==> src/design/pss_pkg.sv <==
// ----------------------------------------------------------------------------
// pss_pkg
// shared types and constants of the periodic sample scheduler
// ----------------------------------------------------------------------------
package pss_pkg;

    localparam int IN_TDATA_W  = 40;
    localparam int OUT_TDATA_W = 40;

    typedef enum logic [1:0] {
        OP_TICK  = 2'd0,
        OP_CLEAR = 2'd1,
        OP_ADD   = 2'd2
    } t_op;

    localparam logic KIND_STATUS = 1'b0;
    localparam logic KIND_DUE    = 1'b1;
    localparam logic STATUS_OK   = 1'b0;
    localparam logic STATUS_FULL = 1'b1;

    typedef struct packed {
        logic [31:0] addr;
        logic [3:0]  rate;
        logic [15:0] ticks;
    } t_entry;

    typedef struct packed {
        logic clear;
        logic add_write;
        logic add_full;
        logic scan_start;
        logic scan_step;
        logic flush_push;
    } t_cmd;

    typedef struct packed {
        logic out_free;
        logic fire;
        logic pend_valid;
        logic scan_last;
        logic count_zero;
        logic count_full;
    } t_status;

    function automatic logic [15:0] rate_interval(input logic [3:0] code);
        logic [15:0] v;
        unique case (code)
            4'd1:    v = 16'd1;
            4'd2:    v = 16'd5;
            4'd3:    v = 16'd10;
            4'd4:    v = 16'd20;
            4'd5:    v = 16'd50;
            4'd6:    v = 16'd100;
            4'd7:    v = 16'd200;
            4'd8:    v = 16'd500;
            default: v = 16'd0;
        endcase
        return v;
    endfunction

endpackage

==> src/design/periodic_sample_scheduler.sv <==
// ----------------------------------------------------------------------------
// periodic_sample_scheduler
// table of watched addresses with per-entry tick counters and due reporting
// ----------------------------------------------------------------------------
// A clear or a tick on an empty table completes in the idle state; an add passes
// through the add state until the output word is free. A tick walks the live
// entries through the single table memory, one entry a cycle, and a due word
// that finds the output register still occupied holds the walk until that
// register frees. Due words leave one entry behind the walk, so tlast can
// mark the final one. The next input word is taken once the walk is over and
// the final due word has moved into the output register, even while that
// word still waits there.
module periodic_sample_scheduler
    import pss_pkg::*;
#(
    parameter int TABLE_ENTRIES = 16
)(
    input  logic                   i_clk,
    input  logic                   i_rst_n,
    input  logic                   i_s_axis_tvalid,
    output logic                   o_s_axis_tready,
    // watch_address [31:0], rate_code [35:32], zero [39:36]
    input  logic [IN_TDATA_W-1:0]  i_s_axis_tdata,
    // op [1:0]
    input  logic [1:0]             i_s_axis_tuser,
    output logic                   o_m_axis_tvalid,
    input  logic                   i_m_axis_tready,
    // status [0], slot [4:1], due_address [36:5], zero [39:37]
    output logic [OUT_TDATA_W-1:0] o_m_axis_tdata,
    // kind [0]
    output logic                   o_m_axis_tuser,
    output logic                   o_m_axis_tlast
);

    t_cmd        cmd;
    t_status     status;
    logic        out_status;
    logic [3:0]  slot;
    logic [31:0] due_address;

    pss_ctrl u_ctrl (
        .i_clk    (i_clk),
        .i_rst_n  (i_rst_n),
        .i_valid  (i_s_axis_tvalid),
        .i_op     (i_s_axis_tuser),
        .i_status (status),
        .o_ready  (o_s_axis_tready),
        .o_cmd    (cmd)
    );

    pss_datapath #(
        .TABLE_ENTRIES (TABLE_ENTRIES)
    ) u_datapath (
        .i_clk           (i_clk),
        .i_rst_n         (i_rst_n),
        .i_in_accept     (i_s_axis_tvalid && o_s_axis_tready),
        .i_watch_address (i_s_axis_tdata[31:0]),
        .i_rate_code     (i_s_axis_tdata[35:32]),
        .i_cmd           (cmd),
        .i_out_ready     (i_m_axis_tready),
        .o_status        (status),
        .o_out_valid     (o_m_axis_tvalid),
        .o_kind          (o_m_axis_tuser),
        .o_out_status    (out_status),
        .o_slot          (slot),
        .o_due_address   (due_address),
        .o_last          (o_m_axis_tlast)
    );

    assign o_m_axis_tdata = {3'b000, due_address, slot, out_status};

endmodule

==> src/design/pss_ctrl.sv <==
// ----------------------------------------------------------------------------
// pss_ctrl
// sequencer for add, clear and the tick walk over the table
// ----------------------------------------------------------------------------
module pss_ctrl
    import pss_pkg::*;
(
    input  logic       i_clk,
    input  logic       i_rst_n,
    input  logic       i_valid,
    input  logic [1:0] i_op,
    input  t_status    i_status,
    output logic       o_ready,
    output t_cmd       o_cmd
);

    typedef enum logic [3:0] {
        ST_IDLE  = 4'b0001,
        ST_ADD   = 4'b0010,
        ST_SCAN  = 4'b0100,
        ST_FLUSH = 4'b1000
    } t_state;

    t_state r_state;
    t_state n_state;
    logic   accept;

    assign o_ready = (r_state == ST_IDLE);
    assign accept  = i_valid && o_ready;

    always_comb begin
        n_state = r_state;
        o_cmd   = '0;
        unique case (r_state)
            ST_IDLE: begin
                if (accept) begin
                    priority if (i_op == OP_CLEAR) begin
                        o_cmd.clear = 1'b1;
                    end else if (i_op == OP_ADD) begin
                        n_state = ST_ADD;
                    end else if (i_op == OP_TICK && !i_status.count_zero) begin
                        o_cmd.scan_start = 1'b1;
                        n_state          = ST_SCAN;
                    end else begin
                        n_state = ST_IDLE;
                    end
                end
            end
            ST_ADD: begin
                if (i_status.out_free) begin
                    o_cmd.add_full  = i_status.count_full;
                    o_cmd.add_write = !i_status.count_full;
                    n_state         = ST_IDLE;
                end
            end
            ST_SCAN: begin
                if (i_status.out_free || !i_status.fire || !i_status.pend_valid) begin
                    o_cmd.scan_step = 1'b1;
                    if (i_status.scan_last) begin
                        n_state = ST_FLUSH;
                    end
                end
            end
            ST_FLUSH: begin
                if (!i_status.pend_valid) begin
                    n_state = ST_IDLE;
                end else if (i_status.out_free) begin
                    o_cmd.flush_push = 1'b1;
                    n_state          = ST_IDLE;
                end
            end
            default: begin
                n_state = ST_IDLE;
            end
        endcase
    end

    always_ff @(posedge i_clk) begin
        if (!i_rst_n) begin
            r_state <= ST_IDLE;
        end else begin
            r_state <= n_state;
        end
    end

endmodule

==> src/design/pss_datapath.sv <==
// ----------------------------------------------------------------------------
// pss_datapath
// entry table memory, entry count, tick update, pending and output words
// ----------------------------------------------------------------------------
module pss_datapath
    import pss_pkg::*;
#(
    parameter int TABLE_ENTRIES = 16
)(
    input  logic        i_clk,
    input  logic        i_rst_n,
    input  logic        i_in_accept,
    input  logic [31:0] i_watch_address,
    input  logic [3:0]  i_rate_code,
    input  t_cmd        i_cmd,
    input  logic        i_out_ready,
    output t_status     o_status,
    output logic        o_out_valid,
    output logic        o_kind,
    output logic        o_out_status,
    output logic [3:0]  o_slot,
    output logic [31:0] o_due_address,
    output logic        o_last
);

    localparam int IW = (TABLE_ENTRIES > 1) ? $clog2(TABLE_ENTRIES) : 1;
    localparam int CW = $clog2(TABLE_ENTRIES + 1);

    t_entry          r_mem [TABLE_ENTRIES];
    t_entry          r_rd;
    logic [CW-1:0]   r_count;
    logic [IW-1:0]   r_idx;
    logic [IW-1:0]   rd_addr;
    logic [31:0]     r_in_addr;
    logic [3:0]      r_in_rate;
    logic            r_pend_valid;
    logic [IW-1:0]   r_pend_slot;
    logic [31:0]     r_pend_addr;
    logic            r_out_valid;
    logic            r_out_kind;
    logic            r_out_status;
    logic [3:0]      r_out_slot;
    logic [31:0]     r_out_addr;
    logic            r_out_last;

    logic [15:0]     interval;
    logic [15:0]     ticks_inc;
    logic            fire;
    logic            scan_last;
    logic            push_pend;

    assign interval  = rate_interval(r_rd.rate);
    assign ticks_inc = r_rd.ticks + 16'd1;
    assign fire      = (interval != 16'd0) && (ticks_inc >= interval);
    assign scan_last = ((CW'(r_idx) + CW'(1)) == r_count);
    assign push_pend = i_cmd.scan_step && fire && r_pend_valid;

    always_comb begin
        priority if (i_cmd.scan_start) begin
            rd_addr = '0;
        end else if (i_cmd.scan_step && !scan_last) begin
            rd_addr = r_idx + IW'(1);
        end else begin
            rd_addr = r_idx;
        end
    end

    assign o_status.out_free   = !r_out_valid || i_out_ready;
    assign o_status.fire       = fire;
    assign o_status.pend_valid = r_pend_valid;
    assign o_status.scan_last  = scan_last;
    assign o_status.count_zero = (r_count == '0);
    assign o_status.count_full = (r_count >= CW'(TABLE_ENTRIES));

    // table memory
    always_ff @(posedge i_clk) begin
        if (i_cmd.add_write) begin
            r_mem[IW'(r_count)] <= '{addr: r_in_addr, rate: r_in_rate, ticks: 16'd0};
        end else if (i_cmd.scan_step) begin
            r_mem[r_idx] <= '{addr: r_rd.addr, rate: r_rd.rate,
                              ticks: (fire ? 16'd0 : ticks_inc)};
        end
        r_rd <= r_mem[rd_addr];
    end

    always_ff @(posedge i_clk) begin
        if (i_in_accept) begin
            r_in_addr <= i_watch_address;
            r_in_rate <= i_rate_code;
        end
        if (i_cmd.scan_step && fire) begin
            r_pend_slot <= r_idx;
            r_pend_addr <= r_rd.addr;
        end
    end

    always_ff @(posedge i_clk) begin
        if (!i_rst_n) begin
            r_count      <= '0;
            r_idx        <= '0;
            r_pend_valid <= 1'b0;
        end else begin
            if (i_cmd.clear || i_cmd.add_full) begin
                r_count <= '0;
            end else if (i_cmd.add_write) begin
                r_count <= r_count + CW'(1);
            end
            if (i_cmd.scan_start) begin
                r_idx        <= '0;
                r_pend_valid <= 1'b0;
            end else if (i_cmd.scan_step) begin
                if (!scan_last) begin
                    r_idx <= r_idx + IW'(1);
                end
                if (fire) begin
                    r_pend_valid <= 1'b1;
                end
            end else if (i_cmd.flush_push) begin
                r_pend_valid <= 1'b0;
            end
        end
    end

    // output word
    always_ff @(posedge i_clk) begin
        if (!i_rst_n) begin
            r_out_valid <= 1'b0;
        end else if (i_cmd.add_write || i_cmd.add_full || push_pend || i_cmd.flush_push) begin
            r_out_valid <= 1'b1;
        end else if (i_out_ready) begin
            r_out_valid <= 1'b0;
        end
    end

    always_ff @(posedge i_clk) begin
        if (i_cmd.add_write) begin
            r_out_kind   <= KIND_STATUS;
            r_out_status <= STATUS_OK;
            r_out_slot   <= 4'(r_count);
            r_out_addr   <= 32'd0;
            r_out_last   <= 1'b1;
        end else if (i_cmd.add_full) begin
            r_out_kind   <= KIND_STATUS;
            r_out_status <= STATUS_FULL;
            r_out_slot   <= 4'd0;
            r_out_addr   <= 32'd0;
            r_out_last   <= 1'b1;
        end else if (push_pend || i_cmd.flush_push) begin
            r_out_kind   <= KIND_DUE;
            r_out_status <= STATUS_OK;
            r_out_slot   <= 4'(r_pend_slot);
            r_out_addr   <= r_pend_addr;
            r_out_last   <= i_cmd.flush_push;
        end
    end

    assign o_out_valid   = r_out_valid;
    assign o_kind        = r_out_kind;
    assign o_out_status  = r_out_status;
    assign o_slot        = r_out_slot;
    assign o_due_address = r_out_addr;
    assign o_last        = r_out_last;

endmodule

==> config.mk <==
export PLATFORM = sky130hd
export DESIGN_NAME = periodic_sample_scheduler
export DESIGN_NICKNAME = d
export VERILOG_FILES = /design/src/design/pss_pkg.sv /design/src/design/periodic_sample_scheduler.sv /design/src/design/pss_ctrl.sv /design/src/design/pss_datapath.sv
export SDC_FILE = /design/constraint.sdc
export NUM_CORES = 1
export LEC_CHECK = 0
export CAP_MARGIN = 20
export CORE_MARGIN = 2
export CORE_UTILIZATION = 66
export CTS_BUF_LIST = sky130_fd_sc_hd__clkbuf_4
export DETAILED_ROUTE_END_ITERATION = 12
export DONT_BUFFER_PORTS = 1
export PLACE_DENSITY = 0.85
export SLEW_MARGIN = 15
export SYNTH_ARGS = -nofsm -noshare
export SYNTH_HDL_FRONTEND = slang
export SYNTH_SLANG_ARGS = --single-unit
==> constraint.sdc <==
create_clock -name i_clk -period 7.6 [get_ports i_clk]
set_input_delay 0 -clock i_clk [delete_from_list [all_inputs] [get_ports i_clk]]
set_output_delay 0 -clock i_clk [all_outputs]
set_load 0.02 [all_outputs]
==> Word-level counts from Yosys, hierarchy flattened <==
Memories as Yosys holds them, arrays and structs flattened. A register that Yosys moved wholly into a read port is not among the register bits.
Cells that the tools add are included.
{ "totals": {"register_bits": 126, "latchBits": 0, "mem_bits_rw": 832, "romBits": 144, "in_bits": 46, "output_inout_bits": 44, "elab_cells": 115, "mem_count": 2} }
{ "mem_list": {"columns": ["memory", "depth", "width", "read_ports", "rd_ports_with_merged_regs", "write_ports", "line", "text"], "rows": [
  ["u_datapath.r_mem", 16, 52, 1, 1, 1, "pss_datapath.sv:29", "t_entry r_mem [TABLE_ENTRIES];"],
  ["(name not given)", 16, 9, 1, 0, 0, "pss_pkg.sv:47", "unique case (code)"]
]} }
{ "classes": {"n_addsub": 4, "multipliers": 0, "div_mod_pow": 0, "order_cmp": 2, "n_eq_ne": 12, "shifts": 0, "muxes": 45, "bitwise": 2, "n_reduce_logical": 34} }
{ "ops": {"columns": ["operator", "count"], "rows": [
  ["two-way mux 52 bit", 1],
  ["OR reduction 52 bit", 1],
  ["two-way mux 4 bit", 12],
  ["two-way mux 1 bit", 26],
  ["adder 16 x 1 -> 16 bit (second input constant)", 1],
  [">= comparator 16 bit", 1],
  ["two-way mux 16 bit", 1],
  ["case mux 4 bit (4 select lines)", 1],
  ["nonzero test 16 bit", 1],
  ["logical OR 1 bit", 8],
  ["logical AND 1 bit", 6],
  ["logical NOT 1 bit", 6],
  ["two-way mux 3 bit", 2],
  ["!= test 2 bit (second input constant)", 3],
  ["nonzero test 2 bit", 3],
  ["OR reduction 2 bit", 3],
  ["adder 4 x 1 -> 5 bit (second input constant)", 1],
  ["adder 5 x 1 -> 5 bit (second input constant)", 1],
  ["== test 5 bit", 1],
  [">= comparator 5 bit (second input constant)", 1],
  ["logical NOT 5 bit", 1],
  ["adder 4 x 1 -> 4 bit (second input constant)", 1],
  ["== test 4 x 1 -> 1 bit (second input constant)", 1],
  ["== test 4 x 2 -> 1 bit (second input constant)", 1],
  ["11 further kinds", 15]
]} }

==> Longest topological paths before layout <==
Gate-level depths: netlist (run 1).
{ "logic_depth": {"ltp_word": 14, "ltp_mapped": 20, "ltp_nobuf": 15} }

==> By module <==
Synthesis (run 1) repeated with hierarchy kept, for this count alone.
{ "hier_totals": {"cells_unflattened": 2751, "area_unflattened_um2": 40978.1} }
{ "modules_own_cells": {"columns": ["module", "n_inst", "cells_per_inst", "area_each_um2", "seq_area_each_um2"], "rows": [
  ["pss_datapath", 1, 2700, 40591.4, 29228.0],
  ["pss_ctrl", 1, 45, 346.6, 80.1],
  ["periodic_sample_scheduler", 1, 6, 40.0, 0.0]
]} }

==> Worst setup path before layout (run 1) <==
Ideal clock, no wire load.
{ "synth_path": {"path_type": "reg2reg", "startpoint": "register, netlist name u_datapath.r_rd[0]", "endpoint": "register u_datapath.r_out_slot[0] (netlist: u_datapath.o_slot[0]) (enable)", "setup_ns": 0.308, "t_arrival_ns": 5.996, "t_required_ns": 7.292, "path_slack_ns": 1.296, "stages_incl_launch_ff": 15, "n_path_buf": 2, "synth_period_minus_slack_ns": 6.304, "path_cell_list": "dfxtp_1 ha_1 nand4_4 nand2b_1 xnor2_1 ha_1 o2111ai_1 a31oi_1 a2111oi_4 a21bo_2 nor3b_1 o21ai_0 buf_1 buf_2 nand2_1"} }
{ "synth_via": {"elab_chain_cells": 12} }
{ "synth_rtl": {"columns": ["item", "line", "text"], "rows": [
  ["adder 16 x 1 -> 16 bit (*)", "pss_datapath.sv:53", "assign ticks_inc = r_rd.ticks + 16'd1;"],
  [">= comparator 16 bit (*)", "pss_datapath.sv:54", "assign fire = (interval != 16'd0) && (ticks_inc >= interval);"],
  ["logical AND 1 bit (*)", "pss_datapath.sv:54", null],
  ["logical NOT 1 bit", "pss_ctrl.sv:57", "if (i_status.out_free || !i_status.fire || !i_status.pend_valid) begin"],
  ["logical OR 1 bit (2 in series)", "pss_ctrl.sv:57", null],
  ["two-way mux 1 bit", "pss_ctrl.sv:57", null],
  ["two-way mux 1 bit", "pss_ctrl.sv:34", "unique case (r_state)"],
  ["logical AND 1 bit (*) (2 in series)", "pss_datapath.sv:56", "assign push_pend = i_cmd.scan_step && fire && r_pend_valid;"],
  ["logical OR 1 bit (*)", "pss_datapath.sv:148", "end else if (push_pend || i_cmd.flush_push) begin"],
  ["nonzero test 3 bit (no source line) (*)", null, null],
  ["to (signal assigned)", "pss_datapath.sv:139", "r_out_slot <= 4'(r_count);"],
  ["to (signal assigned)", "pss_datapath.sv:151", "r_out_slot <= 4'(r_pend_slot);"],
  ["to (decl)", "pss_datapath.sv:42", "logic [3:0] r_out_slot;"]
]} }
Mark *: on every way between the ends. The rest lies on a longest branch, timed or not.
A chain may end at the register's enable or synchronous reset.

==> Worst setup path in the final report (run 1) <==
{ "layout_path": {"startpoint": "register, netlist name u_datapath.r_rd[0]", "endpoint": "memory u_datapath.r_mem[0][38] in the netlist's numbering (enable)"} }
{ "layout_via": {"elab_chain_cells": 13, "word_cells_on_any_way": 14, "classes_between": "add/sub: 1; order compare: 1; mux: 7; reduce/logical: 5"} }
{ "layout_rtl": {"columns": ["item", "line", "text"], "rows": [
  ["adder 16 x 1 -> 16 bit (*)", "pss_datapath.sv:53", null],
  [">= comparator 16 bit (*)", "pss_datapath.sv:54", null],
  ["logical AND 1 bit (*)", "pss_datapath.sv:54", null],
  ["logical NOT 1 bit (*)", "pss_ctrl.sv:57", null],
  ["logical OR 1 bit (*) (2 in series)", "pss_ctrl.sv:57", null],
  ["two-way mux 1 bit (*)", "pss_ctrl.sv:57", null],
  ["two-way mux 1 bit (*)", "pss_ctrl.sv:34", null],
  ["two-way mux 1 bit (*)", "pss_datapath.sv:79", "end else if (i_cmd.scan_step) begin"],
  ["two-way mux 1 bit (*)", "pss_datapath.sv:77", "if (i_cmd.add_write) begin"],
  ["two-way mux 1 bit (*)", "pss_datapath.sv:81", "ticks: (fire ? 16'd0 : ticks_inc)};"],
  ["OR reduction 52 bit (no source line)", null, null],
  ["two-way mux 4 bit (no source line) / two-way mux 1 bit (equally long branches)", null, null],
  ["to (decl)", "pss_datapath.sv:29", null]
]} }
Marks and branches as above.

==> results.toml, run 1 <==
[synth]
synth_compound_area_share_pct = 5.576
netlist_top_cells_area = "edfxtp_1, mux2i_1, mux2_2, dfxtp_1, a22o_1"
synth_top_family_by_area = "multiplexers"
syn_avg_cell_area_um2 = 17.77
synth_common_cells = "edfxtp_1, mux2i_1, mux2_2, dfxtp_1, a22o_1"
synth-simple-area-share_pct = 3.504
synth-main-ff-cell = "edfxtp_1"
ys_seq_area_share_pct = 74.55
synth_fa_ha_area_share_pct = 0.5410
synth_cells = 2213
synth_edf_count = 908
synth_area_mm2 = 0.03931
synth.most_common_cell = "edfxtp_1"
yosysUniqueCellTypes = 70
synth_warnings = 0
synth-xor-area-share_pct = 0.5760
synthArstFlopShare_pct = 0
synth.ff_latch_count = 1010
netlist.area_leader.share_pct = 69.35
synth.largest_area_cell = "edfxtp_1"
synth_mux_area_share_pct = 13.51

[clock_tree]
cts_tree = "yes"
cts_buffer_depth = 3
cts_repair_resize_count = 0
ctsRootBufferMaster = "clkbuf_4"
clkTransAtPathRegs_ns = 0.08
cts_buffers = 232
htree_levels = 4
cts_setup_buffers = 0
clock_latency_ns = 1.10
clock-sinks = 1010

[pwr]
powerDensity_mw_per_mm2 = 251.1
p_leak_nw = 15.39
vdd_drop_max_v = 0.0001651

[timing]
setup_violations = 0
finalCriticalPeriod_ns = 5.973
fmax_mhz = 167.4
slew_viol_final = 0
slew_headroom_pct = 24.66
worst_pin_slew_ns = 1.126
final-hold-violation-count = 0
period_share_pct = 78.60
skew_ns = 0.07803
rsz0062_at_grt = "no"
tns_ns = 0

[final_layout]
nets = 2552
design_area_mm2 = 0.04462
drive_above_1_share_pct = 26.13
area_growth_pct = 13.50

[drt]
wirelength_mm = 95.73
routed_via_density = 6.557
drc_errors = 0
vias = 22750
ant_nets = 0
wire_per_inst_um = 27.59
dr.pass1.iters = 9
drtIter0Drc = 2963

[floorplanning]
start_util_pct = 66.74
die_area_mm2 = 0.06153
fp.coreArea_mm2 = 0.05891
row_count = 89
die_w_um = 248.1
die_height_um = 248.1
io_pins = 90

[critical_path]
critPathKind = "reg -> reg"
critPathLaunchType = "register"
crit_path_max_fanout = 43
cp.required_ns = 8.32
crit_path_end_kind = "register"
arrival_ns = 6.69

[global_routing]
grt_pass1_vias = 23430
grt_use_total_pct = 31.73
grt_first_pass_wirelength_mm = 141.5
antenna_found_initial = 2
grt-ovfl-total = 0
grt_start_max_net_pins = 88

[placement]
gp_congestion = 0.8678
portBuffers = 0
place_area_mm2 = 0.04044
dpl.hpwl_mm = 44.84

[flow_run]
drv_cap = 0

[min_path]
hp-class = "in -> reg"

[status]
status = "finished clean"
==> sequential cells by signal (all words and copies together), names as in the netlist <==
| name | count |
|---|---|
| u_datapath.r_mem | 832 |
| u_datapath.r_count | 5 |
| u_datapath.o_due_address | 32 |
| u_datapath.r_rd | 52 |
| u_datapath.o_last | 1 |
| u_datapath.r_idx | 4 |
| u_datapath.r_pend_valid | 1 |
| u_datapath.o_out_valid | 1 |
| u_datapath.r_in_addr | 32 |
| u_datapath.r_pend_addr | 32 |
| u_datapath.o_kind | 1 |
| u_datapath.r_pend_slot | 4 |
| u_datapath.o_slot | 4 |
| u_datapath.r_in_rate | 4 |
| u_ctrl.r_state | 4 |
| u_datapath.o_out_status | 1 |
==> final timing paths <==
check / startpoint / to / slack [ns] / cells past startpoint
worst max-delay path: u_datapath.r_rd[0]$_DFF_P_ / u_datapath.r_mem[0][38]$_DFFE_PP_ / 1.63 / 14
worst min-delay path: i_m_axis_tready / u_datapath.o_out_status$_SDFFE_PP0P_ / 0.10 / 5
worst max register to register: u_datapath.r_rd[0]$_DFF_P_ / u_datapath.r_mem[0][38]$_DFFE_PP_ / 1.63 / 14
worst min register to register: u_datapath.r_rd[23]$_DFF_P_ / u_datapath.r_pend_addr[3]$_DFFE_PN_ / 0.42 / 0
==> metrics by stage <==
stage | setup WS (ns) | cells | hold slack [ns] | util (%) | total power [mW]
floorplan | 1.296 | 2215 | 0.09887 | - | 6.684
global placement | 2.072 | 2923 | 0.09892 | 68.65 | 6.785
detailed placement | 1.974 | 2923 | 0.09891 | 68.65 | 6.815
CTS | 1.921 | 3465 | 0.001448 | 75.67 | 11.17
global route | 1.484 | 3470 | 0.03290 | 75.75 | 11.54
finish | 1.627 | 3470 | 0.1000 | 75.75 | 11.21
==> cells by family (layout without fill, tap and decap cells) <==
group	after synthesis	in the layout
buffers and inverters	131	610
DFF	1010	1010
and+or+nand+nor	251	251
muxes	485	485
AOI/OAI and AO/OA	293	293
xor gates and xnor gates	25	25
adders and majority gates	17	17
other	1	6
==> report_power, final <==
group / switching (mW) / internal (mW)
sequential: 0.0470 / 6.16
combinational: 0.330 / 0.226
clock: 2.18 / 2.27
total: 2.55 / 8.65
==> metal layers <==
metal / up-vias / track usage [%] / wire, µm
li1: 9535 / - / -
met1: 11400 / 41.23 / 34980
met2: 1574 / 51.50 / 47850
met3: 241 / 8.069 / 10140
met4: 0 / 13.30 / 2758
met5: - / 0 / 0
==> placed cells by master (no fill, tap or decap), types with 6 or more instances in the layout <==
cell           instances
nor2_1                64
edfxtp_1             908
nand4_1               15
a2bb2oi_1             14
a31oi_1                6
nand2_1               38
or4_1                 46
o22a_1                 9
nand2b_1               7
nor2_4                16
nor3_1                12
buf_4                 41
xor2_1                 8
mux2i_1              242
mux2_2               197
a22o_1                92
dfxtp_1              102
clkinv_2               6
clkbuf_4             354
o21ai_0               12
ha_1                  17
o22ai_1               91
a21oi_1               14
a22oi_1                8
dlygate4sd3_1        103
xnor2_1               16
inv_1                 15
mux2_4                40
buf_12                11
clkinv_1              67
and3_1                14
nor2b_1                6
nand3_1                8
==> layout make-up <==
type                       count  area (µm²)
sequential                  1010       29310
fill                        2967       14290
multi-input combinational   1074        9614
clock buffer                 354        2658
timing repair buffer         155        1559
tap                          773       967.2
clock inverter                85       449.2
inverter                      16       60.06
antenna                        3       7.507
==> critical path, stage by stage, from the launching register on <==
cell	delay, ns
dfxtp_1	0.56
ha_1	0.35
nand4_4	0.17
nand2b_1	0.26
xnor2_1	0.17
ha_1	0.31
o2111ai_1	0.11
a31oi_1	0.27
a2111oi_4	0.12
a21bo_2	0.34
o21ai_4	0.26
buf_4	0.74
a21oi_1	0.47
nor2_4	0.89
buf_4	0.52
==> repair_timing <==
item | CTS | global route
hold buffers | 103 | 0
endpoints found under the hold margin | 197 | 0
endpoints found under the setup margin | 0 | 0
No activity file was read; power rests on OpenSTA's default activity.
==> run 2: changes to the inputs <==
- CORE_UTILIZATION: 66 -> 59
- PLACE_DENSITY: 0.85 -> 0.81
- clock period: 7.6 -> 5.06 ns (I/O delays scaled with it)
==> run 2 against run 1 <==
Clock power up 45%. Wire length down 2.0%. Via count down 1.3%. Sequential share of layout area down 1.2 points. Largest cell class unchanged. Flip-flop and latch count unchanged. Critical path type unchanged. Utilization down 6.8 points. Sequential power up 50%. Cell count up 4.2%. Count of clock-buffer cells in the layout down 20. Die area up 12%. Total power up 48%. Highest routed layer unchanged.
==> results.toml, run 2 (synthesized netlist as in run 1, its figures left out) <==
[status]
status = "finished clean"

[placement]
place_area_mm2 = 0.04118
dpl.hpwl_mm = 46.77
portBuffers = 0
gp_congestion = 0.8608

[timing]
slew_headroom_pct = 25.06
hold-worst-slack_ns = 0.05777
slew_viol_final = 0
worst_pin_slew_ns = 1.119
period_share_pct = 94.12
skew_ns = 0.07968
final-hold-violation-count = 0
rsz0062_at_grt = "no"
finalCriticalPeriod_ns = 4.762
setup_violations = 0
fmax_mhz = 210.0

[drt]
drc_errors = 0
wire_per_inst_um = 25.94
wirelength_mm = 93.84
ant_nets = 0
drtIter0Drc = 2114
routed_via_density = 6.211
vias = 22470
dr.pass1.iters = 5

[clock_tree]
htree_levels = 4
clkTransAtPathRegs_ns = 0.06
clock_latency_ns = 1.14
ctsRootBufferMaster = "clkbuf_4"
cts_tree = "yes"
clock-sinks = 1010
cts_buffer_depth = 3
cts_setup_buffers = 0
cts_buffers = 231

[final_layout]
largest_register = "u_datapath.r_mem"
area_growth_pct = 15.58
largest_register_ffs = 832
nets = 2602
final_core_util_pct = 68.99
final_common_cell = "edfxtp_1"
design_area_mm2 = 0.04544
final_cell_mix = "edfxtp_1, clkbuf_4, mux2i_1"
drive_above_1_share_pct = 26.68
largest_registers = "u_datapath.r_mem x832, u_datapath.r_rd x52"

[floorplanning]
die_height_um = 262.1
fp.coreArea_mm2 = 0.06586
start_util_pct = 59.69
io_pins = 90
row_count = 94
die_area_mm2 = 0.06871
die_w_um = 262.1

[min_path]
min_to = "u_datapath.r_in_addr[3]$_DFFE_PP_"
hp-class = "in -> reg"
min_from = "i_s_axis_tdata[3]"
whs_path_depth = 2

[global_routing]
antenna_found_initial = 1
grt_use_total_pct = 27.60
grt_pass1_vias = 22960
grt-ovfl-total = 0
grt_first_pass_wirelength_mm = 138.5
grt_start_max_net_pins = 53

[pwr]
vdd_drop_max_v = 0.0002801
p_leak_nw = 15.69
powerDensity_mw_per_mm2 = 365.7

[critical_path]
r2r_start = "u_datapath.r_rd[17]$_DFF_P_"
crit_path_max_fanout = 34
critPathKind = "reg -> reg"
r2r_setup_slack_ns = 0.30
critical_path.startpoint = "u_datapath.r_rd[17]$_DFF_P_"
crit_path_end_kind = "register"
reg2reg_to = "u_datapath.r_rd[39]$_DFF_P_"
critPathLaunchType = "register"
arrival_ns = 5.70
cp.required_ns = 6.00
worst-r2r-cell-count = 14

[flow_run]
drv_cap = 0
## run 2: how the worst max path moves through the flow
| stage | to | slack [ns] | cells after the start |
|---|---|---|---|
| global placement | u_datapath.r_rd[23]$_DFF_P_ | 0.30 | 14 |
| finish | u_datapath.r_rd[39]$_DFF_P_ | 0.30 | 14 |
| detailed placement | u_datapath.r_rd[2]$_DFF_P_ | 0.15 | 15 |
| global route | u_ctrl.r_state[0]$_SDFFE_PN1P_ | 0.09 | 15 |
| CTS | u_datapath.r_rd[51]$_DFF_P_ | 0.13 | 14 |
| floorplan | u_datapath.r_mem[12][0]$_DFFE_PP_ | -0.73 | 14 |
## run 2: layer usage
layer / GRT usage [%] / wire [µm] / vias up
li1: - / - / 9655
met1: 36.70 / 36150 / 11220
met2: 44.40 / 45620 / 1349
met3: 6.096 / 8803 / 243
met4: 11.72 / 3267 / 0
met5: 0 / 0 / -
## run 2: where the power goes
group          total, mW  leakage, nW  internal [mW]  switching (mW)
clock network       6.44         1.79           3.18            3.26
logic              0.853         4.45          0.366           0.487
registers           9.32         9.44           9.25          0.0732
## run 2: area by class of cell
| cell class | instances | area (µm²) |
|---|---|---|
| antenna | 6 | 15.01 |
| inverter | 16 | 60.06 |
| tap | 864 | 1081 |
| sequential | 1010 | 29310 |
| timing repair buffer | 205 | 2295 |
| clock inverter | 107 | 529.3 |
| fill | 3986 | 20420 |
| clock buffer | 334 | 2507 |
| multi-input combinational | 1075 | 9644 |
## run 2: critical path, cell delays in order (launching register included)
cell	delay (ns)
dfxtp_1	0.38
inv_1	0.11
ha_1	0.32
nor3b_1	0.25
ha_1	0.28
or3b_2	0.44
o2111ai_1	0.11
a31oi_1	0.16
a2111oi_4	0.36
a31oi_1	0.35
mux2_8	0.51
buf_12	0.23
mux2_4	0.32
a22o_1	0.23
or4_1	0.50
## run 2: what timing repair did
| action | in CTS | in global routing |
|---|---|---|
| gates resized for setup | 0 | 2 |
| hold endpoints to repair | 218 | 0 |
| endpoints found under the setup margin | 0 | 49 |
| hold buffers | 118 | 0 |
## run 2: metrics by stage
step	setup slack, ns	total power [mW]	setup TNS [ns]	cells
6_report	0.2975	16.62	0	3617
5_1_grt	0.08759	17.17	0	3612
4_1_cts	0.1291	16.64	0	3609
3_5_place_dp	0.1535	10.26	0	3050
3_3_place_gp	0.2967	10.22	0	3049
2_1_floorplan	-0.7303	10.04	-263.50	2215
